### src/hw/rtl/fcpu_pkg.sv
// Package: shared constants, opcodes and a helper function for the fly camera pose unit.
`timescale 1ns / 1ps
package fcpu_pkg;

  localparam int COORD_WIDTH_DEF = 32;

  localparam logic [1:0] OP_MOVE   = 2'd0;
  localparam logic [1:0] OP_ROTATE = 2'd1;
  localparam logic [1:0] OP_SET    = 2'd2;

  localparam logic [1:0] DIR_FWD   = 2'd0;
  localparam logic [1:0] DIR_BACK  = 2'd1;
  localparam logic [1:0] DIR_RIGHT = 2'd2;
  localparam logic [1:0] DIR_LEFT  = 2'd3;

  localparam logic [1:0] REG_UP_X = 2'd0;
  localparam logic [1:0] REG_UP_Y = 2'd1;
  localparam logic [1:0] REG_UP_Z = 2'd2;

  localparam logic signed [31:0] DEG89  = 32'sd5832704;
  localparam logic signed [31:0] DEG90  = 32'sd5898240;
  localparam logic signed [31:0] DEG180 = 32'sd11796480;
  localparam logic signed [31:0] DEG360 = 32'sd23592960;
  localparam logic signed [33:0] CORDIC_GAIN = 34'sd652032874;
  localparam int CORDIC_STEPS = 16;

  localparam logic signed [15:0] UNIT_Q14 = 16'sd16384;

  function automatic logic signed [24:0] atan_deg(input logic [3:0] i);
    logic signed [24:0] r;
    begin
      case (i)
        4'd0:  r = 25'sd2949120;
        4'd1:  r = 25'sd1740967;
        4'd2:  r = 25'sd919879;
        4'd3:  r = 25'sd466945;
        4'd4:  r = 25'sd234379;
        4'd5:  r = 25'sd117265;
        4'd6:  r = 25'sd58666;
        4'd7:  r = 25'sd29335;
        4'd8:  r = 25'sd14668;
        4'd9:  r = 25'sd7334;
        4'd10: r = 25'sd3667;
        4'd11: r = 25'sd1833;
        4'd12: r = 25'sd917;
        4'd13: r = 25'sd458;
        4'd14: r = 25'sd229;
        default: r = 25'sd115;
      endcase
      return r;
    end
  endfunction

endpackage

### src/hw/rtl/fcpu_norm.sv
// Vector normalizer: prescale, sum of squares, bit-serial square root and division.
`timescale 1ns / 1ps
module fcpu_norm
  import fcpu_pkg::*;
(
  input  logic               clk,
  input  logic               rst_n,
  input  logic               start,
  input  logic signed [63:0] vx,
  input  logic signed [63:0] vy,
  input  logic signed [63:0] vz,
  output logic               done,
  output logic               zero,
  output logic signed [15:0] ux,
  output logic signed [15:0] uy,
  output logic signed [15:0] uz
);

  localparam logic [2:0] S_IDLE = 3'd0;
  localparam logic [2:0] S_PRE  = 3'd1;
  localparam logic [2:0] S_SQ   = 3'd2;
  localparam logic [2:0] S_ROOT = 3'd3;
  localparam logic [2:0] S_DIV  = 3'd4;
  localparam logic [2:0] S_FIN  = 3'd5;

  logic [2:0] state_r, state_nxt;
  logic signed [63:0] v_r [3];
  logic signed [63:0] v_nxt [3];
  logic [63:0] ss_r, ss_nxt;
  logic [63:0] rem_r, rem_nxt, root_r, root_nxt;
  logic [5:0] cnt_r, cnt_nxt;
  logic [1:0] idx_r, idx_nxt;
  logic [47:0] num_r, num_nxt;
  logic [32:0] dr_r, dr_nxt;
  logic [15:0] q_r, q_nxt;
  logic [15:0] u_r [3];
  logic [15:0] u_nxt [3];
  logic done_r, done_nxt, zero_r, zero_nxt;

  logic big;
  logic [31:0] m;
  logic [63:0] sqm, trial, bitv;
  logic [32:0] dsh;
  logic [15:0] qc;
  logic [63:0] vm;

  always_comb begin
    state_nxt = state_r;
    for (int i = 0; i < 3; i++) begin
      v_nxt[i] = v_r[i];
      u_nxt[i] = u_r[i];
    end
    ss_nxt = ss_r;
    rem_nxt = rem_r;
    root_nxt = root_r;
    cnt_nxt = cnt_r;
    idx_nxt = idx_r;
    num_nxt = num_r;
    dr_nxt = dr_r;
    q_nxt = q_r;
    done_nxt = 1'b0;
    zero_nxt = zero_r;
    big = 1'b0;
    vm = '0;
    m = '0;
    sqm = '0;
    trial = '0;
    bitv = '0;
    dsh = '0;
    qc = '0;
    for (int i = 0; i < 3; i++) begin
      vm = v_r[i][63] ? -v_r[i] : v_r[i];
      if (vm >= 64'd2147483648) big = 1'b1;
    end
    vm = v_r[idx_r][63] ? -v_r[idx_r] : v_r[idx_r];
    case (state_r)
      S_IDLE: begin
        if (start) begin
          v_nxt[0] = vx;
          v_nxt[1] = vy;
          v_nxt[2] = vz;
          state_nxt = S_PRE;
        end
      end
      S_PRE: begin
        if (big) begin
          for (int i = 0; i < 3; i++) v_nxt[i] = v_r[i] >>> 1;
        end else begin
          ss_nxt = '0;
          idx_nxt = '0;
          state_nxt = S_SQ;
        end
      end
      S_SQ: begin
        m = vm[31:0];
        sqm = 64'(m) * 64'(m);
        ss_nxt = ss_r + sqm;
        if (idx_r == 2'd2) begin
          rem_nxt = ss_r + sqm;
          root_nxt = '0;
          cnt_nxt = 6'd31;
          state_nxt = S_ROOT;
        end else idx_nxt = idx_r + 2'd1;
      end
      S_ROOT: begin
        // one result bit per cycle, top bit pair first
        bitv = 64'd1 << {cnt_r[4:0], 1'b0};
        trial = root_r + bitv;
        if (rem_r >= trial) begin
          rem_nxt = rem_r - trial;
          root_nxt = (root_r >> 1) + bitv;
        end else root_nxt = root_r >> 1;
        if (cnt_r == 6'd0) begin
          if (ss_r == 64'd0) begin
            zero_nxt = 1'b1;
            done_nxt = 1'b1;
            state_nxt = S_IDLE;
          end else begin
            zero_nxt = 1'b0;
            idx_nxt = '0;
            state_nxt = S_FIN;
          end
        end else cnt_nxt = cnt_r - 6'd1;
      end
      S_FIN: begin
        // load dividend |c|*16384 + len/2 for the current component
        num_nxt = {2'b00, vm[31:0], 14'd0} + 48'(root_r[32:1]);
        dr_nxt = '0;
        q_nxt = '0;
        cnt_nxt = 6'd47;
        state_nxt = S_DIV;
      end
      default: begin
        // restoring division, one quotient bit per cycle
        dsh = {dr_r[31:0], num_r[47]};
        num_nxt = num_r << 1;
        if (dsh >= root_r[32:0]) begin
          dr_nxt = dsh - root_r[32:0];
          q_nxt = (q_r >= 16'h8000) ? 16'hFFFF : {q_r[14:0], 1'b1};
        end else begin
          dr_nxt = dsh;
          q_nxt = (q_r >= 16'h8000) ? 16'hFFFF : {q_r[14:0], 1'b0};
        end
        if (cnt_r == 6'd0) begin
          qc = (q_nxt > 16'(UNIT_Q14)) ? 16'(UNIT_Q14) : q_nxt;
          u_nxt[idx_r] = v_r[idx_r][63] ? -qc : qc;
          if (idx_r == 2'd2) begin
            done_nxt = 1'b1;
            state_nxt = S_IDLE;
          end else begin
            idx_nxt = idx_r + 2'd1;
            state_nxt = S_FIN;
          end
        end else cnt_nxt = cnt_r - 6'd1;
      end
    endcase
  end

  always_ff @(posedge clk) begin
    if (!rst_n) begin
      state_r <= S_IDLE;
      done_r <= 1'b0;
    end else begin
      state_r <= state_nxt;
      done_r <= done_nxt;
    end
    for (int i = 0; i < 3; i++) begin
      v_r[i] <= v_nxt[i];
      u_r[i] <= u_nxt[i];
    end
    ss_r <= ss_nxt;
    rem_r <= rem_nxt;
    root_r <= root_nxt;
    cnt_r <= cnt_nxt;
    idx_r <= idx_nxt;
    num_r <= num_nxt;
    dr_r <= dr_nxt;
    q_r <= q_nxt;
    zero_r <= zero_nxt;
  end

  assign done = done_r;
  assign zero = zero_r;
  assign ux = u_r[0];
  assign uy = u_r[1];
  assign uz = u_r[2];

endmodule

### config.mk
export PLATFORM = sky130hd
export DESIGN_NAME = fcpu_norm
export DESIGN_NICKNAME = d
export VERILOG_FILES = /design/src/hw/rtl/fcpu_pkg.sv /design/src/hw/rtl/fcpu_norm.sv
export SDC_FILE = /design/constraint.sdc
export NUM_CORES = 2
export LEC_CHECK = 0
export BUFFER_PORTS_ARGS = -buffer_cell sky130_fd_sc_hd__buf_2
export CAP_MARGIN = 20
export CORE_UTILIZATION = 45
export DETAILED_ROUTE_END_ITERATION = 6
export PLACE_DENSITY_LB_ADDON = 0.25
export SETUP_SLACK_MARGIN = 0.02
export SLEW_MARGIN = 20
export SYNTH_ARGS = -nofsm -noshare
export SYNTH_HDL_FRONTEND = slang
export SYNTH_SLANG_ARGS = --single-unit
export TNS_END_PERCENT = 100
### constraint.sdc
create_clock -name clk -period 20 [get_ports clk]
set_input_delay 1 -clock clk [delete_from_list [all_inputs] [get_ports clk]]
set_output_delay 1 -clock clk [all_outputs]
set_load 0.05 [all_outputs]
## After elaboration in Yosys (flattened, before gate mapping)

Memory sizes are Yosys's and may differ from the RTL's. A register that Yosys moved wholly into a read port is not among the register bits.
Index checks and enable logic that the tools add are counted.
W data, S select, Z words.

- Memories kept: 2
- Bits in writable memories: 240
- Bits of input ports: 195
- Register bits after elaboration: 301

- $mul: 1
- Add/subtract/negate cells: 13
- Shift-type cells: 1
- Bitwise gates (word level): 3
- Mux-type cells: 56
- Magnitude comparators: 9
- Equal/unequal tests: 12
- Reductions and logical operators: 20

Memory list:

| name | depth | bits a word | read ports | clocked after Yosys merged registers in | write ports | line | source |
|---|---|---|---|---|---|---|---|
| v_r | 3 | 64 | 4 | 1 | 3 | fcpu_norm.sv:27 | `logic signed [63:0] v_r [3];` |
| u_r | 3 | 16 | 3 | 0 | 3 | fcpu_norm.sv:36 | `logic [15:0] u_r [3];` |

Operators by type and width:

| operator | count |
|---|---|
| $mux W64 | 8 |
| $pmux W192 S2 | 1 |
| $pmux W64 S2 | 3 |
| $ge A64 B32 Y1 const B | 3 |
| $mux W192 | 1 |
| $neg A64 Y64 | 3 |
| $mux W191 | 1 |
| $add A64 B64 Y64 | 2 |
| $mux W16 | 7 |
| $mux W48 | 2 |
| $pmux W48 S2 | 1 |
| $add A63 B64 Y64 | 1 |
| $ge A64 B64 Y1 | 1 |
| $logic_not A64 Y1 | 1 |
| $mul A32 B32 Y64 | 1 |
| $mux W32 | 2 |
| $pmux W32 S2 | 1 |
| $shl A1 B6 Y64 const A | 1 |
| $sub A64 B64 Y64 | 1 |
| $bwmux W48 | 1 |
| $add A46 B32 Y47 | 1 |
| $ge A33 B33 Y1 | 1 |
| $demux W16 S2 | 1 |
| $neg A32 Y32 | 1 |
| 37 further kinds | 69 |

## Depth between registers and ports, before layout

- Depth after elaboration: 11
- Mapped depth: 43
- Gate-level depth less buffers: 38

## Worst setup path before layout

No wires, ideal clock.

- Path kind: reg2reg
- Start point: mem v_r[0][34]
- End point: mem v_r[0][0], enable pin
- Slack: 2,126 ps
- Data arrival time: 16,856 ps
- Required time: 18,982 ps
- Library setup time: 1,018 ps
- Cell stages (with the launch flop): 15
- Period minus slack after synthesis: 17,874 ps
- Path through: edfxtp_1 > buf_6 > or4_4 > buf_6 > nor3_4 > nand4b_2 > or4_4 > buf_6 > o31a_1 > xor2_1 > a2111oi_4 > nand2_1 > nor4_2 > and4_4 > a211oi_1

RTL lines:

| what | line |
|---|---|
| from (decl) | fcpu_norm.sv:27 |

==> out/summary.md <==
## Synth
* count of flip-flops with a built-in enable after synthesis: 537
* flip-flop cell with the highest count after synthesis: edfxtp_1
* syn_nets: 8534
* area fraction of the dominant cell type after synthesis: 0.263
* largest area contributor in the netlist: fa_1
* sequential fraction of the synthesis area: 0.243
* count of state elements after synthesis: 543
* top post-synthesis cells by area: fa_1 26%, edfxtp_1 24%, ha_1 8.1%
* cell area after synthesis: 0.0670 mm2
* fraction of synthesis flops using an asynchronous set or reset pin: 0
* Netlist cell types: 93
* synthesized area per cell: 9.53 um2
* yosys warns: 0
* Synth Instances: 7023

## Setup path
* sum of buffers and inverters on the critical path: 8
* R2R depth: 38
* kind of cell adding the most delay to the critical path: adder cells
* Req. time, crit path: 20340 ps
* delay of the slowest cell on the worst path: 930 ps
* Most Frequent Cell on Critical Path: fa_1
* count of cell instances traversed by the critical path: 38
* Setup Crit Path Kind: reg -> reg
* crit path launch type: register
* element type at the critical path end: register
* worst-path cell with the longest stage delay: xor2_1
* data arrival at the endpoint of the critical path: 13410 ps
* worst-path fanout max: 33

## Clock tree
* sink count of the clock tree: 543
* number of post-CTS setup repair buffers: 0
* Max H-tree Level: 3
* maximum buffer depth of the clock tree: 3
* clock root buffer: clkbuf_16
* worst-skew pair later-pin latency: 690 ps
* CTS tree: built
* number of buffers inserted by hold repair at cts: 0
* clock slew at the register clock pins of the worst setup and hold paths: 60 ps
* clock buffer count from CTS: 68
* post_cts resized: 0

## Global route
* antenna violations before repair: 12
* global-route wire length before repair: 323000 um
* overflow left after global routing: 0
* vias in the first global route: 53700
* maximum number of pins on one net before global-route repair: 194
* GR Util All Layers: 0.282

## Detailed routing
* total wire length: 211000 um
* Detailed Routing Iterations Pass 1: 7
* drt initial violations: 4687
* vias post-DR: 52400
* routed via count divided by cell count: 5.71
* drc violations: 2
* average routed wire per standard cell: 23.0 um
* remaining antenna violation count after routing: 0

## Timing
* final-report setup violation count: 0
* summed negative setup slack over all endpoints: 0 ps
* Final Critical Period: 13070 ps
* Period Utilization, post-route: 0.653
* final hold viol count: 0
* worst setup skew after layout: 47.4 ps
* setup repair after global routing missed its margin: false
* max-slew violations: 0
* transition time of the tightest slew-check pin: 1200 ps
* maximum clock frequency: 0.0765 GHz
* Slew headroom: 0.200

## Min path
* kind of path behind the tightest hold check: reg -> reg
* startpoint of the worst hold path: num_r[14]$_DFFE_PN_
* depth of the worst hold-timing path: 2

## Run status
* violated checks: DRC
* run status: finished, violations left

## Finish
* commonest non-fill, non-tap cell in the layout: inv_1
* # fillers: 13700
* end-of-flow core utilization: 0.494
* final design instance area without fill: 0.0730 mm2
* area delta synth->final: 8.99%
* fraction of layout cells with a size suffix above 1: 0.104
* most frequent cells in the layout: 1262 x inv_1, 880 x fa_1, 656 x nand2_1, 631 x nor2_1, 537 x edfxtp_1
* nets@finish: 8690

## Placement
* number of buffer cells added on primary ports: 244
* Area after DPL: 0.0706 mm2
* global placer's final weighted congestion: 0.966
* post-DP HPWL: 164000 um

## Floorplanning
* Boundary Pins: 245
* cell row count: 141
* Die Span Y: 388 um
* Total Die Area: 0.150 mm2
* total core area: 0.148 mm2
* Die X: 388 um
* Initial Utilization: 0.453

## Job
* max-cap violations: 0

## per-stage QoR
stage | instances | hold WS (ps) | worst slack (ps)
after detailed placement | 9039 | 501 | 7230
after floorplan | 7023 | 484 | 2130
after CTS | 9163 | 519 | 7090
after global routing | 9165 | 545 | 6440
final | 9167 | 517 | 6930
after global placement | 9039 | 496 | 7590
## worst register-to-register path: cells and delay by family (launching register included)
kind	cells	cell delay [ps]
buffers and inverters	8	1520
muxes	1	270
adders and majority gates	10	4680
DFF	1	310
AOI/OAI and AO/OA	12	3630
xor gates and xnor gates	2	1140
and+or+nand+nor	5	1170
## registers in the layout, indices dropped and copies added (netlist names), named ones only
| name | count |
|---|---|
| v_r | 192 |
| q_r | 16 |
| root_r | 64 |
| idx_r | 2 |
| rem_r | 64 |
| cnt_r | 6 |
| u_r | 48 |
| num_r | 48 |
| ss_r | 64 |
| state_r | 3 |
| done | 1 |
| zero | 1 |
| dr_r | 32 |
## layout make-up
type / count / area, um2 / share of cell area
Inverter: 1276 / 4790 / 0.0656
Timing Repair Buffer: 329 / 1880 / 0.0258
Sequential cell: 543 / 16300 / 0.223
Clock inverter: 51 / 642 / 0.00880
Clock buffer: 73 / 1720 / 0.0236
Antenna cell: 4 / 10.0 / 0.000137
Multi-Input combinational cell: 4961 / 45300 / 0.620
Tap cell: 1930 / 2410 / 0.0331
## final timing paths
check | slack [ps] | to
min reg2reg | 520 | num_r[15]$_DFFE_PN_
max reg2reg | 6930 | rem_r[57]$_DFFE_PP_
max | 6930 | rem_r[57]$_DFFE_PP_
min | 520 | num_r[15]$_DFFE_PN_
## layer usage
metal	GRT usage	share of wire	wire [um]
met5	0	0.00013	27
met4	0.105	0.040	8520
met3	0.0466	0.086	18000
met2	0.439	0.45	94200
met1	0.394	0.43	89900
## cell usage after synthesis, types with 74 or more instances
master and count:
mux2_2 212, o21ai_0 291, inv_1 1264, xnor2_1 199, nor2_1 634, mux2i_1 74, fa_1 880, clkbuf_1 206
a21o_1 123, a21oi_1 274, nand2_1 659, a31oi_1 88, edfxtp_1 537, ha_1 436, xor2_1 141, nor3_1 92
## cell families after synthesis
kind of cell / count (synthesis) / synth area share
flops: 543 / 0.243
xor+xnor: 341 / 0.0447
buf+inv: 1519 / 0.0859
compound gates: 1139 / 0.108
fa+ha+maj: 1316 / 0.345
mux: 287 / 0.0469
simple gates: 1878 / 0.127
Power is not shown: default switching activity piles up to over one toggle a cycle in this logic, so the estimate is an artifact.
